===== config.mk =====
export PLATFORM = sky130hd
export DESIGN_NAME = pixel_format_converter
export DESIGN_NICKNAME = d
export VERILOG_FILES = /design/src/rtl/core/pfc_pkg.sv /design/src/rtl/core/pfc_unpack.sv /design/src/rtl/core/pfc_scale.sv /design/src/rtl/core/pfc_pack.sv /design/src/rtl/core/pixel_format_converter.sv
export SDC_FILE = /design/constraint.sdc
export NUM_CORES = 1
export LEC_CHECK = 0
export BUFFER_PORTS_ARGS = -buffer_cell sky130_fd_sc_hd__buf_2
export CORE_MARGIN = 4
export CORE_UTILIZATION = 35
export CTS_BUF_LIST = sky130_fd_sc_hd__clkbuf_2
export DETAILED_ROUTE_END_ITERATION = 6
export GPL_TIMING_DRIVEN = 0
export MAX_ROUTING_LAYER = met4
export PLACE_DENSITY_LB_ADDON = 0.12
export SYNTH_ARGS = -nofsm -noshare
export SYNTH_HDL_FRONTEND = slang
export SYNTH_SLANG_ARGS = --single-unit

===== constraint.sdc =====
create_clock -name clock -period 8.08 [get_ports clock]
set_clock_uncertainty 0.1 [all_clocks]
set_input_delay 0.808 -clock clock [delete_from_list [all_inputs] [get_ports clock]]
set_output_delay 0.808 -clock clock [all_outputs]
set_load 0.005 [all_outputs]

===== src/rtl/core/pfc_pkg.sv =====
package pfc_pkg;

   // Conversion selected by the mode register.
   typedef enum logic [1:0] {
      MODE_GRAY   = 2'd0,
      MODE_VIDEO  = 2'd1,
      MODE_LUMA   = 2'd2,
      MODE_REPACK = 2'd3
   } mode_type;

   // One component layout: truncation shift over bit offset.
   typedef struct packed {
      logic [2:0] shift;
      logic [4:0] offset;
   } layout_type;

   // Complete configuration as seen by the pipeline stages.
   typedef struct packed {
      mode_type   mode;
      layout_type src_red;
      layout_type src_green;
      layout_type src_blue;
      layout_type dst_red;
      layout_type dst_green;
      layout_type dst_blue;
      logic [2:0] dst_bytes;
   } cfg_type;

   // Register indexes on the configuration port.
   localparam logic [2:0] CSR_MODE      = 3'd0;
   localparam logic [2:0] CSR_SRC_RED   = 3'd1;
   localparam logic [2:0] CSR_SRC_GREEN = 3'd2;
   localparam logic [2:0] CSR_SRC_BLUE  = 3'd3;
   localparam logic [2:0] CSR_DST_RED   = 3'd4;
   localparam logic [2:0] CSR_DST_GREEN = 3'd5;
   localparam logic [2:0] CSR_DST_BLUE  = 3'd6;
   localparam logic [2:0] CSR_DST_BYTES = 3'd7;

   // Reset values of the layout registers.
   localparam logic [7:0] LAYOUT_BYTE0 = 8'd0;
   localparam logic [7:0] LAYOUT_BYTE1 = 8'd8;
   localparam logic [7:0] LAYOUT_BYTE2 = 8'd16;

   // Destination byte counts that select a mask wider than one byte.
   localparam logic [2:0] BYTES_TWO   = 3'd2;
   localparam logic [2:0] BYTES_THREE = 3'd3;
   localparam logic [2:0] BYTES_FOUR  = 3'd4;

   // Luma weights and rounding bias.
   localparam logic [15:0] WEIGHT_RED   = 16'd77;
   localparam logic [15:0] WEIGHT_GREEN = 16'd150;
   localparam logic [15:0] WEIGHT_BLUE  = 16'd29;
   localparam logic [15:0] ROUND_BIAS   = 16'h0080;

   // Video range limits. Scaling by 255/219 is a multiply by the rounded-up
   // reciprocal 255 * 2^16 / 219; over the offsets 1..218 the error stays
   // far below one step, so the top byte is the truncated quotient.
   localparam logic [7:0]  VIDEO_BLACK = 8'd16;
   localparam logic [7:0]  VIDEO_WHITE = 8'd235;
   localparam logic [7:0]  FULL_WHITE  = 8'hff;
   localparam logic [16:0] VIDEO_RECIP = 17'd76310;

   // Pull one 8-bit component out of a source pixel.
   function automatic logic [7:0] take_component(input logic [31:0] pix,
                                                 input layout_type layout);
      logic [31:0] aligned;
      logic [7:0]  low;
      aligned = pix >> layout.offset;
      low     = aligned[7:0];
      return low << layout.shift;
   endfunction

   // Place one 8-bit component into a destination pixel.
   function automatic logic [31:0] place_component(input logic [7:0] value,
                                                   input layout_type layout);
      logic [31:0] wide;
      wide = {24'd0, value >> layout.shift};
      return wide << layout.offset;
   endfunction

endpackage


===== src/rtl/core/pfc_unpack.sv =====
// First stage: pulls the red, green and blue components and the luma byte
// out of the source pixel.
module pfc_unpack (
   input  logic             clock,
   input  logic             reset,
   input  pfc_pkg::cfg_type cfg,
   input  logic             in_valid,
   output logic             in_ready,
   input  logic [31:0]      in_pixel,
   output logic             out_valid,
   input  logic             out_ready,
   output logic [7:0]       out_red,
   output logic [7:0]       out_green,
   output logic [7:0]       out_blue,
   output logic [7:0]       out_luma
);

   logic       valid_ff;
   logic [7:0] red_ff, green_ff, blue_ff, luma_ff;
   logic [7:0] red_in, green_in, blue_in, luma_in;

   // The stage takes a request whenever it is empty or its content moves on.
   assign in_ready = !valid_ff || out_ready;

   // Component extraction.
   always_comb begin
      red_in   = pfc_pkg::take_component(in_pixel, cfg.src_red);
      green_in = pfc_pkg::take_component(in_pixel, cfg.src_green);
      blue_in  = pfc_pkg::take_component(in_pixel, cfg.src_blue);
      luma_in  = in_pixel[7:0];
   end

   always_ff @(posedge clock) begin
      if (reset) begin
         valid_ff <= 1'b0;
      end else if (in_ready) begin
         valid_ff <= in_valid;
      end
   end

   always_ff @(posedge clock) begin
      if (in_ready && in_valid) begin
         red_ff   <= red_in;
         green_ff <= green_in;
         blue_ff  <= blue_in;
         luma_ff  <= luma_in;
      end
   end

   assign out_valid = valid_ff;
   assign out_red   = red_ff;
   assign out_green = green_ff;
   assign out_blue  = blue_ff;
   assign out_luma  = luma_ff;

endmodule


===== src/rtl/core/pfc_scale.sv =====
// Second and third stages: the weighted luma sum and the video range product
// are formed and registered, then the components to be packed are chosen.
// In luma mode the luma byte leaves on the red lane.
module pfc_scale (
   input  logic             clock,
   input  logic             reset,
   input  pfc_pkg::cfg_type cfg,
   input  logic             in_valid,
   output logic             in_ready,
   input  logic [7:0]       in_red,
   input  logic [7:0]       in_green,
   input  logic [7:0]       in_blue,
   input  logic [7:0]       in_luma,
   output logic             out_valid,
   input  logic             out_ready,
   output logic [7:0]       out_red,
   output logic [7:0]       out_green,
   output logic [7:0]       out_blue
);

   // Product stage registers.
   logic        prod_valid_ff;
   logic        prod_ready;
   logic [7:0]  red_ff, green_ff, blue_ff, luma_ff;
   logic [15:0] luma_sum_ff, luma_sum_in;
   logic [23:0] video_prod_ff, video_prod_in;
   logic        video_black_ff, video_black_in;
   logic        video_white_ff, video_white_in;

   // Select stage registers.
   logic        sel_valid_ff;
   logic [7:0]  sel_red_ff, sel_green_ff, sel_blue_ff;
   logic [7:0]  sel_red_in, sel_green_in, sel_blue_in;

   logic [7:0]  video_offset;
   logic [24:0] video_prod_wide;
   logic [7:0]  video_level;

   assign prod_ready = !sel_valid_ff || out_ready;
   assign in_ready   = !prod_valid_ff || prod_ready;

   // Weighted sum with rounding, and the video offset times the reciprocal.
   always_comb begin
      luma_sum_in = {8'd0, in_red} * pfc_pkg::WEIGHT_RED
                  + {8'd0, in_green} * pfc_pkg::WEIGHT_GREEN
                  + {8'd0, in_blue} * pfc_pkg::WEIGHT_BLUE
                  + pfc_pkg::ROUND_BIAS;
      video_black_in  = in_luma <= pfc_pkg::VIDEO_BLACK;
      video_white_in  = in_luma >= pfc_pkg::VIDEO_WHITE;
      video_offset    = in_luma - pfc_pkg::VIDEO_BLACK;
      video_prod_wide = {17'd0, video_offset} * {8'd0, pfc_pkg::VIDEO_RECIP};
      video_prod_in   = video_prod_wide[23:0];
   end

   always_ff @(posedge clock) begin
      if (reset) begin
         prod_valid_ff <= 1'b0;
      end else if (in_ready) begin
         prod_valid_ff <= in_valid;
      end
   end

   always_ff @(posedge clock) begin
      if (in_ready && in_valid) begin
         red_ff         <= in_red;
         green_ff       <= in_green;
         blue_ff        <= in_blue;
         luma_ff        <= in_luma;
         luma_sum_ff    <= luma_sum_in;
         video_prod_ff  <= video_prod_in;
         video_black_ff <= video_black_in;
         video_white_ff <= video_white_in;
      end
   end

   // Clamp the expanded video luma at both ends of the range.
   always_comb begin
      priority if (video_black_ff) begin
         video_level = 8'd0;
      end else if (video_white_ff) begin
         video_level = pfc_pkg::FULL_WHITE;
      end else begin
         video_level = video_prod_ff[23:16];
      end
   end

   // Choose what goes to the packer for the current mode.
   always_comb begin
      unique case (cfg.mode)
         pfc_pkg::MODE_GRAY: begin
            sel_red_in   = luma_ff;
            sel_green_in = luma_ff;
            sel_blue_in  = luma_ff;
         end
         pfc_pkg::MODE_VIDEO: begin
            sel_red_in   = video_level;
            sel_green_in = video_level;
            sel_blue_in  = video_level;
         end
         pfc_pkg::MODE_LUMA: begin
            sel_red_in   = luma_sum_ff[15:8];
            sel_green_in = 8'd0;
            sel_blue_in  = 8'd0;
         end
         default: begin
            sel_red_in   = red_ff;
            sel_green_in = green_ff;
            sel_blue_in  = blue_ff;
         end
      endcase
   end

   always_ff @(posedge clock) begin
      if (reset) begin
         sel_valid_ff <= 1'b0;
      end else if (prod_ready) begin
         sel_valid_ff <= prod_valid_ff;
      end
   end

   always_ff @(posedge clock) begin
      if (prod_ready && prod_valid_ff) begin
         sel_red_ff   <= sel_red_in;
         sel_green_ff <= sel_green_in;
         sel_blue_ff  <= sel_blue_in;
      end
   end

   assign out_valid = sel_valid_ff;
   assign out_red   = sel_red_ff;
   assign out_green = sel_green_ff;
   assign out_blue  = sel_blue_ff;

endmodule


===== src/rtl/core/pfc_pack.sv =====
// Last stage: places the components into the destination layout, masks the
// pixel to dst_bytes (one byte in luma mode) and holds it as the response.
module pfc_pack (
   input  logic             clock,
   input  logic             reset,
   input  pfc_pkg::cfg_type cfg,
   input  logic             in_valid,
   output logic             in_ready,
   input  logic [7:0]       in_red,
   input  logic [7:0]       in_green,
   input  logic [7:0]       in_blue,
   output logic             out_valid,
   input  logic             out_ready,
   output logic [31:0]      out_pixel
);

   logic        valid_ff;
   logic [31:0] pixel_ff, pixel_in;
   logic [31:0] packed_pixel;

   assign in_ready = !valid_ff || out_ready;

   // Overlapping destination components are ORed together.
   always_comb begin
      packed_pixel = pfc_pkg::place_component(in_red, cfg.dst_red)
                   | pfc_pkg::place_component(in_green, cfg.dst_green)
                   | pfc_pkg::place_component(in_blue, cfg.dst_blue);
      if (cfg.mode == pfc_pkg::MODE_LUMA) begin
         pixel_in = {24'd0, in_red};
      end else begin
         unique case (cfg.dst_bytes)
            pfc_pkg::BYTES_TWO:   pixel_in = {16'd0, packed_pixel[15:0]};
            pfc_pkg::BYTES_THREE: pixel_in = {8'd0, packed_pixel[23:0]};
            pfc_pkg::BYTES_FOUR:  pixel_in = packed_pixel;
            default:              pixel_in = {24'd0, packed_pixel[7:0]};
         endcase
      end
   end

   always_ff @(posedge clock) begin
      if (reset) begin
         valid_ff <= 1'b0;
      end else if (in_ready) begin
         valid_ff <= in_valid;
      end
   end

   always_ff @(posedge clock) begin
      if (in_ready && in_valid) begin
         pixel_ff <= pixel_in;
      end
   end

   assign out_valid = valid_ff;
   assign out_pixel = pixel_ff;

endmodule


===== src/rtl/core/pixel_format_converter.sv =====
// Pixel format converter: one request word carries one pixel, and each
// request gives exactly one response word. The mode register picks gray to
// RGB, video-range luma to RGB, RGB to luma (weights 77/150/29, rounded) or
// RGB repacking; layout registers give each component's bit offset and
// truncation shift, and dst_bytes masks the packed RGB result. A pixel passes
// four register stages (unpack, multiply, select, pack) before its response is
// valid. The pipeline accepts a new pixel on every cycle while the response
// side does not stall; stalls from the response side propagate back stage by
// stage without losing or repeating data. Configuration is to be written while
// the pipeline is empty.
module pixel_format_converter (
   input  logic        clock,
   input  logic        reset,
   // Configuration write port.
   input  logic        csr_wr_en,
   input  logic [2:0]  csr_index,
   input  logic [7:0]  csr_wdata,
   // Request channel.
   input  logic        req_tvalid,
   output logic        req_tready,
   input  logic [31:0] req_tdata,   // [31:0] pixel_in
   // Response channel.
   output logic        rsp_tvalid,
   input  logic        rsp_tready,
   output logic [31:0] rsp_tdata    // [31:0] pixel_out
);

   pfc_pkg::cfg_type cfg_ff, cfg_in;

   logic       unp_valid, unp_ready;
   logic [7:0] unp_red, unp_green, unp_blue, unp_luma;
   logic       scl_valid, scl_ready;
   logic [7:0] scl_red, scl_green, scl_blue;

   // Configuration registers.
   always_comb begin
      cfg_in = cfg_ff;
      if (csr_wr_en) begin
         unique case (csr_index)
            pfc_pkg::CSR_MODE:      cfg_in.mode      = pfc_pkg::mode_type'(csr_wdata[1:0]);
            pfc_pkg::CSR_SRC_RED:   cfg_in.src_red   = csr_wdata;
            pfc_pkg::CSR_SRC_GREEN: cfg_in.src_green = csr_wdata;
            pfc_pkg::CSR_SRC_BLUE:  cfg_in.src_blue  = csr_wdata;
            pfc_pkg::CSR_DST_RED:   cfg_in.dst_red   = csr_wdata;
            pfc_pkg::CSR_DST_GREEN: cfg_in.dst_green = csr_wdata;
            pfc_pkg::CSR_DST_BLUE:  cfg_in.dst_blue  = csr_wdata;
            pfc_pkg::CSR_DST_BYTES: cfg_in.dst_bytes = csr_wdata[2:0];
            default:                cfg_in = cfg_ff;
         endcase
      end
   end

   always_ff @(posedge clock) begin
      if (reset) begin
         cfg_ff.mode      <= pfc_pkg::MODE_GRAY;
         cfg_ff.src_red   <= pfc_pkg::LAYOUT_BYTE0;
         cfg_ff.src_green <= pfc_pkg::LAYOUT_BYTE1;
         cfg_ff.src_blue  <= pfc_pkg::LAYOUT_BYTE2;
         cfg_ff.dst_red   <= pfc_pkg::LAYOUT_BYTE0;
         cfg_ff.dst_green <= pfc_pkg::LAYOUT_BYTE1;
         cfg_ff.dst_blue  <= pfc_pkg::LAYOUT_BYTE2;
         cfg_ff.dst_bytes <= pfc_pkg::BYTES_THREE;
      end else begin
         cfg_ff <= cfg_in;
      end
   end

   // Component extraction.
   pfc_unpack u_unpack (
      .clock     (clock),
      .reset     (reset),
      .cfg       (cfg_ff),
      .in_valid  (req_tvalid),
      .in_ready  (req_tready),
      .in_pixel  (req_tdata),
      .out_valid (unp_valid),
      .out_ready (unp_ready),
      .out_red   (unp_red),
      .out_green (unp_green),
      .out_blue  (unp_blue),
      .out_luma  (unp_luma)
   );

   // Luma weighting, video expansion and selection.
   pfc_scale u_scale (
      .clock     (clock),
      .reset     (reset),
      .cfg       (cfg_ff),
      .in_valid  (unp_valid),
      .in_ready  (unp_ready),
      .in_red    (unp_red),
      .in_green  (unp_green),
      .in_blue   (unp_blue),
      .in_luma   (unp_luma),
      .out_valid (scl_valid),
      .out_ready (scl_ready),
      .out_red   (scl_red),
      .out_green (scl_green),
      .out_blue  (scl_blue)
   );

   // Destination packing and response register.
   pfc_pack u_pack (
      .clock     (clock),
      .reset     (reset),
      .cfg       (cfg_ff),
      .in_valid  (scl_valid),
      .in_ready  (scl_ready),
      .in_red    (scl_red),
      .in_green  (scl_green),
      .in_blue   (scl_blue),
      .out_valid (rsp_tvalid),
      .out_ready (rsp_tready),
      .out_pixel (rsp_tdata)
   );

endmodule

# Yosys cells after proc, flatten, opt, wreduce, memory -nomap -nowiden
# Cells that the tools add are included.
# op_classes
bitwise	2
n_eq_ne	12
n_reduce_logical	22
addsub	4
magnitude_cmp	2
shifts	12
n_mux	7
n_mul	4
# op_table
op	n
32-bit case mux with 3 select lines	1
8-bit by 5-bit << shifter with 32-bit output	3
32-bit by 5-bit right shift with 8-bit output	3
8-bit case mux with 3 select lines	3
32-bit OR	2
8-bit by 7-bit multiplier with 15-bit output (second input constant)	2
8-bit two-way mux	3
8-bit by 3-bit << shifter with 8-bit output	3
8-bit by 3-bit right shift with 8-bit output	3
8-bit by 16-bit multiplier with 23-bit output (second input constant)	1
15-bit by 16-bit adder with 16-bit output	1
16-bit by 13-bit adder with 16-bit output	1
16-bit by 8-bit adder with 16-bit output (second input constant)	1
2-bit AND reduction	8
3-bit == test (second input constant)	5
8-bit by 5-bit multiplier with 13-bit output (second input constant)	1
3-bit by 2-bit == test with 1-bit output (second input constant)	4
8-bit greater-or-equal comparator (second input constant)	1
8-bit by 5-bit <= comparator with 1-bit output (second input constant)	1
8-bit by 5-bit subtractor with 8-bit output (second input constant)	1
1-bit logical AND	4
1-bit logical NOT	4
1-bit logical OR	4
3-bit by 1-bit == test with 1-bit output (second input constant)	1
other kinds (4)	4
# word_totals
reg_bits	218

# Longest topological paths before layout
# Gate-level depths: netlist (run 1).
# logic_depth
ltp_word	6
ltp_mapped	27
ltp_nobuf	27

# By module
# A second synthesis (run 1) with hierarchy kept.
# unflattened
cells_unflattened	2150
hier_area_um2	21539.4
# by_module_without_submodules
mod	cells_each	n_inst	area_per_inst_um2
pfc_scale	707	1	7793.7
pfc_unpack	679	1	6935.4
pfc_pack	564	1	4634.4
pixel_format_converter	200	1	2175.8

# Worst setup path after synthesis (run 1)
# No wires, ideal clock.
# synth_path
path_type	reg2reg
startpoint	register u_unpack.green_ff[4] (netlist: u_unpack.out_green[4])
endpoint	register u_scale.luma_sum_ff[14], data pin
slack_ps	1582
n_path_buf	0
period_less_slack_ps	6498
path_stages_with_launch	25
required_time_ps	7722
arrival_ps	6140
setup_ps	258
path_cell_list	edfxtp_1 ha_1 ha_1 inv_1 fa_1 inv_1 fa_1 ha_1 xnor2_1 fa_1 fa_1 inv_1 fa_1 inv_1 fa_1 ha_1 ha_1 nand2_1 nor2_1 a21oi_1 o31ai_1 o221a_2 a21o_1 a21oi_1 xnor2_1
# synth_via
elab_chain_cells	4
# synth_lines
item	line_no	rtl
start: declaration	pfc_unpack.sv:19	logic [7:0] red_ff, green_ff, blue_ff, luma_ff;
start signal: assignment	pfc_unpack.sv:44	green_ff <= green_in;
8-bit by 7-bit multiplier with 15-bit output	pfc_scale.sv:45	+ {8'd0, in_green} * pfc_pkg::WEIGHT_GREEN
15-bit by 16-bit adder with 16-bit output	pfc_scale.sv:45	
16-bit by 13-bit adder with 16-bit output	pfc_scale.sv:46	+ {8'd0, in_blue} * pfc_pkg::WEIGHT_BLUE
16-bit by 8-bit adder with 16-bit output	pfc_scale.sv:47	+ pfc_pkg::ROUND_BIAS;
net u_scale.luma_sum_in[14]	pfc_scale.sv:25	logic [15:0] luma_sum_ff, luma_sum_in;
end signal: assignment	pfc_scale.sv:69	luma_sum_ff <= luma_sum_in;
end: declaration	pfc_scale.sv:25	
# The timed path passes the listed nets, and every way through them passes these cells.
# A chain may end at the register's enable or synchronous reset.

# Final worst setup path (run 1)
# Ends and elaborated chain as after synthesis.

==> results.json, run 1 <==
{
  "p_switching_uw": 2760,
  "firstDrtPassIters": 6,
  "synthTopCellsByArea": "edfxtp_1 (21%), ha_1 (11%), mux4_2 (11%)",
  "path_cells": "ha_1 > ha_1 > inv_1 > fa_1 > inv_1 > fa_1 > ha_1 > xnor2_1 > fa_1 > fa_1 > inv_1 > fa_1 > inv_1 > fa_1 > ha_1 > ha_1 > nand2_1 > o31ai_1 > o221a_2 > a21o_1 > a21oi_1 > xnor2_1",
  "track_usage": 0.236,
  "reg2reg_from": "u_unpack.out_green[4]$_DFFE_PP_",
  "synth.top_cells.by_count": "nand2_1 (202), inv_1 (170), ha_1 (168), nor2_1 (168), edfxtp_1 (138)",
  "grt_max_degree": 33,
  "design.core.area_um2": 56400,
  "ys_warn_count": 0,
  "drc": 0,
  "hold_buffers": 15,
  "ys_seq_area_frac": 0.266,
  "min_to": "cfg_ff[3]$_SDFFE_PP0P_",
  "peakVddDrop_uv": 635,
  "regMostFlops": "cfg_ff",
  "hpwlAfterDp_um": 54300,
  "setup_ws_ns": 0.987,
  "period_needed_ns": 7.09,
  "synth_edf_count": 138,
  "p_comb_frac": 0.684,
  "num_vias": 16900,
  "crit_slowest_cell": "edfxtp_1",
  "p_int_uw": 3380,
  "clk_pin_slew_worst_paths_ns": 0.30,
  "cp_common_cell": "fa_1",
  "r2r_slack_ns": 0.99,
  "finalHoldViolations": 0,
  "worst_setup_path_end_kind": "register",
  "routed_wl_um": 69900,
  "synth_top_area_frac": 0.208,
  "post-synth-top-count-cell": "nand2_1",
  "die_area_um2": 60700,
  "final_cells": 2950,
  "holdCritStartpoint": "reset",
  "syn2layout_area_growth_pct": 8.96,
  "p_per_area_nw_per_um2": 283,
  "clockBufferDepth": 2,
  "power_frac_clock": 0.079,
  "ioPinCount": 82,
  "synth_flop_cell": "edfxtp_1",
  "maxCapViolCount": 0,
  "min_path_type": "in -> reg",
  "relSlewSlack": 0.333,
  "ant_nets": 0,
  "cts_tree": "built",
  "p_leak_uw": 0.00844,
  "fmaxAchievable_ghz": 0.141,
  "syn_area_um2": 19900,
  "worstPathRequired_ns": 8.79,
  "preCtsSetupSlack_ns": 0.951,
  "ys_types": 88,
  "synth_async_sr_flop_share": 0,
  "routedWlPerCell_um": 23.7,
  "routed_via_density": 5.72,
  "gr-total-overflow": 0,
  "synthesis.nets": 2350,
  "worstSetupStartpointType": "register",
  "worst_slew_pin_slew_ns": 0.992,
  "critPathMaxFanout": 5,
  "reg2regPathDepth": 22,
  "whs_ns": 0.200,
  "synth_cells": 2066,
  "fill_cells": 5780,
  "cts.repair.resized": 0,
  "clkLatencyLatePin_ns": 0.98,
  "status": "complete, no violations",
  "synth_top_cell_by_area": "edfxtp_1",
  "globalplace.congestion": 1.00,
  "setup_tns_ns": 0,
  "layout-drive-gt1-share": 0.135,
  "max_stage_delay_ns": 0.60,
  "swShare": 0.449,
  "io_buffers": 78,
  "maxSlewViolCount": 0,
  "antenna_found_initial": 1,
  "finish.utilization": 0.385,
  "finalCritPeriodShare": 0.878,
  "dp.cells": 2902,
  "grt_pass1_wl_um": 105000,
  "nets": 2464,
  "grt_pass1_vias": 16500,
  "syn_area_per_cell_um2": 9.63,
  "drt_iter0_drc": 1671,
  "cts_setup_buffers": 0,
  "rsz0062_at_grt": "no",
  "cp_data_arrival_time_ns": 7.80,
  "cts_buffers": 17,
  "dieHeight_um": 246,
  "critPathKind": "reg -> reg",
  "cts_sinks": 195,
  "cts-root-buf": "clkbuf_2",
  "hold_depth": 2,
  "start_util": 0.353,
  "htreeDepth": 4,
  "p_seq_frac": 0.236,
  "ys_ff_latch": 195,
  "setup_violations": 0,
  "rows": 87,
  "die_w_um": 246,
  "largest_reg_flops": 53,
  "worst_r2r_endpoint": "u_scale.luma_sum_ff[14]$_DFFE_PP_"
}
-- final cells by class --
cell class	instances	area, um2	share of cell area
antenna	1	2.50	0.000115
inverter	173	649	0.0299
clock inverter	12	109	0.00502
multi-input combinational	1537	13300	0.614
tap	756	946	0.0436
buffer	161	693	0.0320
clock buffer	20	100	0.00462
sequential	195	5290	0.244
timing repair buffer	95	588	0.0271
-- worst max-delay path: cells and delay by family, from the launching register on --
family                   cells  cell delay [ns]
flip-flops                   1             0.60
AND/OR/NAND/NOR              1             0.08
XOR/XNOR                     2             0.53
adder cells (fa/ha/maj)     11             4.47
buffers and inverters        4             0.20
AO/OA/AOI/OAI                4             0.99
-- metrics by stage --
stage / power (uW) / instance area, um2
6_report: 6140 / 21700
5_1_grt: 6940 / 21700
4_1_cts: 6290 / 21700
3_5_place_dp: 5720 / 21300
3_3_place_gp: 5670 / 21200
2_1_floorplan: 4720 / 19900
-- worst max-delay path by stage --
stage | from | endpoint | slack (ns) | depth (start not counted)
after global placement | u_unpack.out_green[5]$_DFFE_PP_ | u_scale.luma_sum_ff[14]$_DFFE_PP_ | 0.98 | 24
after global routing | u_unpack.out_green[5]$_DFFE_PP_ | u_scale.luma_sum_ff[14]$_DFFE_PP_ | 0.51 | 24
after floorplan | u_unpack.out_green[4]$_DFFE_PP_ | u_scale.luma_sum_ff[14]$_DFFE_PP_ | 1.58 | 24
after CTS | u_unpack.out_green[5]$_DFFE_PP_ | u_scale.luma_sum_ff[14]$_DFFE_PP_ | 0.86 | 24
final | u_unpack.out_green[4]$_DFFE_PP_ | u_scale.luma_sum_ff[14]$_DFFE_PP_ | 0.99 | 22
after detailed placement | u_unpack.out_green[5]$_DFFE_PP_ | u_scale.luma_sum_ff[14]$_DFFE_PP_ | 0.95 | 24
-- layout by cell type, fill, tap and decap left out, types with 12 or more instances in the layout --
cell type        n
mux4_2          93
dfxtp_1         57
o221ai_1        12
o211ai_1        15
fa_1            68
nand2b_1        37
mux2_2          30
dlygate4sd3_1   15
clkbuf_2        21
nand3_1         30
mux2i_1        137
buf_2          104
a21o_1          28
clkbuf_1       116
nand2_1        202
o21ai_0         63
inv_1          170
a31oi_1         24
a211oi_1        18
a22oi_1         21
and2_1          14
ha_1           168
edfxtp_1       138
nor2b_1         27
a21oi_1        103
xnor2_1         17
nor2_1         168
o22ai_1         20
and3_1          13
nor3_1          30
-- kinds of logic (layout without fill, tap and decap cells) --
family | count (synthesis) | in the layout | synth area share
AO/OA/AOI/OAI | 418 | 418 | 0.141
XOR/XNOR | 28 | 28 | 0.0123
adder cells (fa/ha/maj) | 236 | 236 | 0.174
buffers and inverters | 334 | 461 | 0.0675
flip-flops | 195 | 195 | 0.266
multiplexers | 269 | 269 | 0.202
other | 0 | 1 | 0
AND/OR/NAND/NOR | 586 | 586 | 0.137
-- layer usage --
metal / GRT usage / vias to the layer above / wire length [um]
met1: 0.309 / 8298 / 30700
met3: 0.0426 / 130 / 4330
met5: - / - / 0
li1: - / 7782 / -
met4: 0.0869 / 0 / 2880
met2: 0.367 / 652 / 32000
-- power groups by stage --
stage | Sequential (uW) | Clock (uW) | Combinational [uW]
floorplan | 1440 | 0 | 3280
global placement | 1480 | 0 | 4190
detailed placement | 1480 | 0 | 4240
CTS | 1460 | 513 | 4320
global route | 1460 | 549 | 4930
finish | 1450 | 488 | 4200
No activity file was read; power rests on OpenSTA's default activity.
==> inputs of run 2 (changes only) <==
--- a/config.mk
+++ b/config.mk
@@ -12,7 +12,8 @@
 export DETAILED_ROUTE_END_ITERATION = 6
 export GPL_TIMING_DRIVEN = 0
 export MAX_ROUTING_LAYER = met4
-export PLACE_DENSITY_LB_ADDON = 0.12
+export PLACE_DENSITY = 0.61
+export RECOVER_POWER = 25
 export SYNTH_ARGS = -nofsm -noshare
 export SYNTH_HDL_FRONTEND = slang
 export SYNTH_SLANG_ARGS = --single-unit
==> run 2 against run 1 <==
Net effect: cell count decreased by 0.31%; combinational power about the same; total power up 0.84%; register-to-register slack is essentially flat; first-iteration DRC count grew 0.60%; clock power is 16% higher; critical path type unchanged; setup slack worse by 0.013 ns; non-clock buffer count is 14 lower.
==> results.json, run 2 (synthesis gave the netlist of run 1 again) <==
{
  "grt_pass1_wl_um": 97800,
  "routed_wl_um": 63600,
  "firstDrtPassIters": 6,
  "antenna_found_initial": 4,
  "hpwlAfterDp_um": 50200,
  "drt_iter0_drc": 1681,
  "largest_reg_flops": 53,
  "r2r_slack_ns": 0.97,
  "dieHeight_um": 246,
  "status": "complete, no violations",
  "final_cell_mix": "nand2_1 (202), inv_1 (170), nor2_1 (168), ha_1 (168), edfxtp_1 (138)",
  "rows": 87,
  "rsz0062_at_grt": "no",
  "critPathBufInv": 4,
  "routedWlPerCell_um": 21.6,
  "nets": 2450,
  "drc": 0,
  "finalHoldViolations": 0,
  "cts_setup_buffers": 0,
  "cts_tree": "built",
  "p_per_area_nw_per_um2": 287,
  "final_area_um2": 21600,
  "ant_nets": 0,
  "placed_area_um2": 21300,
  "htreeDepth": 4,
  "crit_slowest_cell": "edfxtp_1",
  "whs_ns": 0.131,
  "num_vias": 17000,
  "maxCapViolCount": 0,
  "start_util": 0.353,
  "cts_buffers": 17,
  "gr-total-overflow": 0,
  "routed_via_density": 5.77,
  "clk_pin_slew_worst_paths_ns": 0.37,
  "cp_top_family": "adder cells",
  "syn2layout_area_growth_pct": 8.57,
  "min_path_type": "in -> reg",
  "finalCritPeriodShare": 0.879,
  "hold_buffers": 0,
  "setup_tns_ns": 0,
  "relSlewSlack": 0.149,
  "layout-drive-gt1-share": 0.129,
  "design.core.area_um2": 56400,
  "grt_max_degree": 33,
  "cts-root-buf": "clkbuf_2",
  "ioPinCount": 82,
  "io_buffers": 78,
  "critPathMaxFanout": 5,
  "period_needed_ns": 7.11,
  "p_leak_uw": 0.00836,
  "clockBufferDepth": 2,
  "worstSetupStartpointType": "register",
  "track_usage": 0.212,
  "globalplace.congestion": 0.995,
  "cp_common_cell": "fa_1",
  "worstPathRequired_ns": 8.64,
  "grt_pass1_vias": 16500,
  "cp_data_arrival_time_ns": 7.67,
  "die_area_um2": 60700,
  "fill_cells": 5683,
  "setup_violations": 0,
  "die_w_um": 246,
  "regMostFlops": "cfg_ff",
  "cts.repair.resized": 0,
  "worst_slew_pin_slew_ns": 1.27,
  "cts_sinks": 195,
  "final_common_cell": "nand2_1",
  "max_stage_delay_ns": 0.62,
  "peakVddDrop_uv": 337,
  "clkLatencyLatePin_ns": 0.91,
  "fmaxAchievable_ghz": 0.141,
  "worst_setup_path_end_kind": "register",
  "maxSlewViolCount": 0,
  "critPathKind": "reg -> reg",
  "path_cells": "ha_1 > ha_1 > inv_1 > fa_1 > inv_1 > fa_1 > ha_1 > xnor2_1 > fa_1 > fa_1 > inv_1 > fa_1 > inv_1 > fa_1 > ha_1 > ha_1 > nand2_1 > o31ai_1 > o221a_2 > a21o_1 > a21oi_1 > xnor2_1"
}
[run 2: worst paths after layout]
| path | start | to | depth (start not counted) |
|---|---|---|---|
| setup reg to reg | u_unpack.out_green[4]$_DFFE_PP_ | u_scale.luma_sum_ff[14]$_DFFE_PP_ | 22 |
| setup / recovery | u_unpack.out_green[4]$_DFFE_PP_ | u_scale.luma_sum_ff[14]$_DFFE_PP_ | 22 |
| hold / removal | req_tvalid | u_unpack.out_valid$_SDFFE_PP0N_ | 3 |
| hold reg to reg | u_scale.prod_valid_ff$_SDFFE_PP0P_ | u_scale.out_valid$_SDFFE_PP0P_ | 2 |
[run 2: final cells by class]
type | instances | area (um2) | share of cell area
diodes | 6 | 15.0 | 0.000695
plain buffers | 161 | 688 | 0.0319
clock buffers | 17 | 85.1 | 0.00394
clock inverters | 15 | 208 | 0.00961
inverters | 173 | 649 | 0.0301
multi-input cells | 1537 | 13300 | 0.616
flip-flops and latches | 195 | 5290 | 0.245
well taps | 756 | 946 | 0.0438
repair buffers | 81 | 430 | 0.0199
[run 2: power by group]
group	total [uW]	internal (uW)	leakage, uW	switching (uW)
Combinational	4180	1910	0.00642	2270
Sequential	1450	1380	0.00178	67.9
Clock	565	142	0.000165	424
Total	6190	3430	0.00836	2760
[run 2: metrics by stage]
step                 util  power, uW  setup WS [ns]  cells
finish              0.383       6190          0.974   2941
global placement    0.377       5540           1.06   2900
CTS                 0.383       6250          0.938   2935
floorplan               -       4720           1.58   2066
global route        0.383       6930          0.633   2940
detailed placement  0.378       5650          0.977   2903
[run 2: metal layers]
| metal | vias up | global-route usage | wire length [um] |
|---|---|---|---|
| li1 | 7732 | - | - |
| met1 | 8326 | 0.269 | 26900 |
| met2 | 751 | 0.342 | 30000 |
| met3 | 148 | 0.0329 | 4110 |
| met4 | 0 | 0.0828 | 2540 |
| met5 | - | - | 0 |
[run 2: worst register-to-register path, stage by stage (launching register included)]
cell	delay, ns
edfxtp_1	0.62
ha_1	0.36
ha_1	0.27
inv_1	0.04
fa_1	0.47
inv_1	0.05
fa_1	0.43
ha_1	0.34
xnor2_1	0.23
fa_1	0.48
fa_1	0.51
inv_1	0.05
fa_1	0.55
inv_1	0.06
fa_1	0.45
ha_1	0.29
ha_1	0.33
nand2_1	0.08
o31ai_1	0.49
o221a_2	0.35
a21o_1	0.15
a21oi_1	0.08
xnor2_1	0.12
==> inputs of run 3 (changes only) <==
--- a/config.mk
+++ b/config.mk
@@ -5,14 +5,14 @@
 export SDC_FILE = /design/constraint.sdc
 export NUM_CORES = 1
 export LEC_CHECK = 0
-export BUFFER_PORTS_ARGS = -buffer_cell sky130_fd_sc_hd__buf_2
 export CORE_MARGIN = 4
 export CORE_UTILIZATION = 35
 export CTS_BUF_LIST = sky130_fd_sc_hd__clkbuf_2
 export DETAILED_ROUTE_END_ITERATION = 6
+export DONT_BUFFER_PORTS = 1
 export GPL_TIMING_DRIVEN = 0
 export MAX_ROUTING_LAYER = met4
-export PLACE_DENSITY = 0.61
+export PLACE_DENSITY = 0.6
 export RECOVER_POWER = 25
 export SYNTH_ARGS = -nofsm -noshare
 export SYNTH_HDL_FRONTEND = slang
==> constraint.sdc (replaced) <==
create_clock -name clock -period 8.08 [get_ports clock]
set_clock_uncertainty 0.1 [all_clocks]
set_input_delay 1.616 -clock clock [delete_from_list [all_inputs] [get_ports clock]]
set_output_delay 1.616 -clock clock [all_outputs]
set_load 0.005 [all_outputs]
==> run 3 against run 2 <==
Net effect: the flow now finishes with violations (capacitance limit, slew limit); critical path depth rose by 2; non-clock buffer count fell by 78; worst hold slack improved by 0.30 ns; combinational power fell by 1%; register-to-register slack improved by 0.04 ns; routed wire length fell by 2.0%; fmax rose by 0.54%; sequential power barely moved; first-iteration DRC count fell by 5.4%; critical endpoint unchanged; highest routed layer unchanged.
==> results.json, run 3 (synthesis gave the netlist of run 1 again) <==
{
  "largest_reg_flops": 53,
  "globalplace.congestion": 1.02,
  "nets": 2372,
  "r2r_slack_ns": 1.01,
  "min_to": "u_scale.out_valid$_SDFFE_PP0P_",
  "worstSetupStartpointType": "register",
  "relSlewSlack": -0.844,
  "die_area_um2": 60700,
  "ant_nets": 0,
  "final_area_um2": 21200,
  "p_leak_uw": 0.00809,
  "maxCapViolCount": 1,
  "cts_tree": "built",
  "worstPathRequired_ns": 8.64,
  "final_cells": 2858,
  "io_buffers": 0,
  "dieHeight_um": 246,
  "final_common_cell": "nand2_1",
  "holdCritStartpoint": "u_scale.prod_valid_ff$_SDFFE_PP0P_",
  "regMostFlops": "cfg_ff",
  "min_path_type": "reg -> reg",
  "hpwlAfterDp_um": 49500,
  "critPathKind": "reg -> reg",
  "setup_tns_ns": 0,
  "antenna_found_initial": 2,
  "clockBufferDepth": 2,
  "p_per_area_nw_per_um2": 289,
  "rsz0062_at_grt": "no",
  "track_usage": 0.209,
  "htreeDepth": 4,
  "drt_iter0_drc": 1591,
  "regArea_um2": 5290,
  "grt_max_degree": 33,
  "layout-drive-gt1-share": 0.103,
  "design.core.area_um2": 56400,
  "worst_slew_pin_slew_ns": 2.76,
  "finalCritPeriodShare": 0.875,
  "finish.utilization": 0.377,
  "ioPinCount": 82,
  "placed_area_um2": 20900,
  "worst_r2r_endpoint": "u_scale.luma_sum_ff[14]$_DFFE_PP_",
  "failed_checks": "capacitance limit, slew limit",
  "fmaxAchievable_ghz": 0.141,
  "cts_setup_buffers": 0,
  "maxSlewViolCount": 33,
  "final_cell_mix": "nand2_1 (202), inv_1 (170), nor2_1 (168), ha_1 (168), edfxtp_1 (138)",
  "syn2layout_area_growth_pct": 6.70,
  "grt_pass1_wl_um": 96900,
  "p_total_uw": 6140,
  "gr-total-overflow": 0,
  "reg2regPathDepth": 24,
  "cts.repair.resized": 0,
  "grt_pass1_vias": 16300,
  "multiInputGateArea_um2": 13300,
  "clkLatencyLatePin_ns": 0.92,
  "start_util": 0.353,
  "hold_buffers": 0,
  "hold_depth": 2,
  "clk_pin_slew_worst_paths_ns": 0.37,
  "drc": 0,
  "setup_violations": 0,
  "finalHoldViolations": 0,
  "firstDrtPassIters": 5,
  "cts-root-buf": "clkbuf_2",
  "worst_setup_path_end_kind": "register",
  "cts_buffers": 17,
  "reg2reg_from": "u_unpack.out_green[3]$_SDFFCE_PP0P_",
  "fill_cells": 5685,
  "cts_sinks": 195,
  "die_w_um": 246,
  "routed_via_density": 5.77,
  "status": "complete, but fails checks",
  "routedWlPerCell_um": 21.8,
  "period_needed_ns": 7.07,
  "peakVddDrop_uv": 464,
  "num_vias": 16500,
  "critPathMaxFanout": 5,
  "dp.cells": 2825,
  "routed_wl_um": 62300,
  "cp_data_arrival_time_ns": 7.63,
  "rows": 87
}
-- run 3: stage by stage --
step	worst slack, ns	hold WS (ns)
2_1_floorplan	1.58	0.344
3_3_place_gp	1.18	0.352
3_5_place_dp	1.01	0.378
4_1_cts	1.00	0.428
5_1_grt	0.630	0.460
6_report	1.01	0.430
-- run 3: cell type report --
cell class,count,share of cell area
multi-input combinational,1537,0.626
sequential,195,0.249
tap,756,0.0445
buffer,161,0.0326
inverter,173,0.0306
clock inverter,15,0.00996
clock buffer,17,0.00401
timing repair buffer,3,0.00330
antenna,1,0.000118
-- run 3: worst max-delay path by stage --
stage,startpoint,to,slack [ns],depth (start not counted)
after floorplan,u_unpack.out_green[4]$_DFFE_PP_,u_scale.luma_sum_ff[14]$_DFFE_PP_,1.58,24
after global placement,u_unpack.out_green[3]$_SDFFCE_PP0P_,u_scale.luma_sum_ff[14]$_DFFE_PP_,1.18,24
after detailed placement,u_unpack.out_green[4]$_DFFE_PP_,u_scale.luma_sum_ff[14]$_DFFE_PP_,1.01,22
after CTS,u_unpack.out_green[3]$_SDFFCE_PP0P_,u_scale.luma_sum_ff[14]$_DFFE_PP_,1.00,24
after global routing,u_unpack.out_green[5]$_DFFE_PP_,u_scale.luma_sum_ff[14]$_DFFE_PP_,0.63,24
final,u_unpack.out_green[3]$_SDFFCE_PP0P_,u_scale.luma_sum_ff[14]$_DFFE_PP_,1.01,24
-- run 3: report_power, final --
part	leakage [uW]	switching, uW	internal, uW
logic	0.00615	2240	1890
clock network	0.000164	442	127
registers	0.00178	67.0	1380
-- run 3: worst max-delay path, stage by stage (launching register included) --
cell,delay [ns]
edfxtp_1,0.62
ha_1,0.36
ha_1,0.28
ha_1,0.28
inv_1,0.05
fa_1,0.47
inv_1,0.04
ha_1,0.27
o21ai_0,0.10
nor2b_1,0.19
xnor2_1,0.16
fa_1,0.48
fa_1,0.51
inv_1,0.05
fa_1,0.53
inv_1,0.05
fa_1,0.43
ha_1,0.29
ha_1,0.33
nand2_1,0.08
o31ai_1,0.46
o221a_2,0.35
a21o_1,0.16
a21oi_1,0.09
xnor2_1,0.13
-- run 3: per-layer routing --
metal  part of all wire  track usage
met1               0.42        0.263
met2               0.48        0.344
met3              0.072       0.0371
met4              0.033       0.0656
met5                  0            -
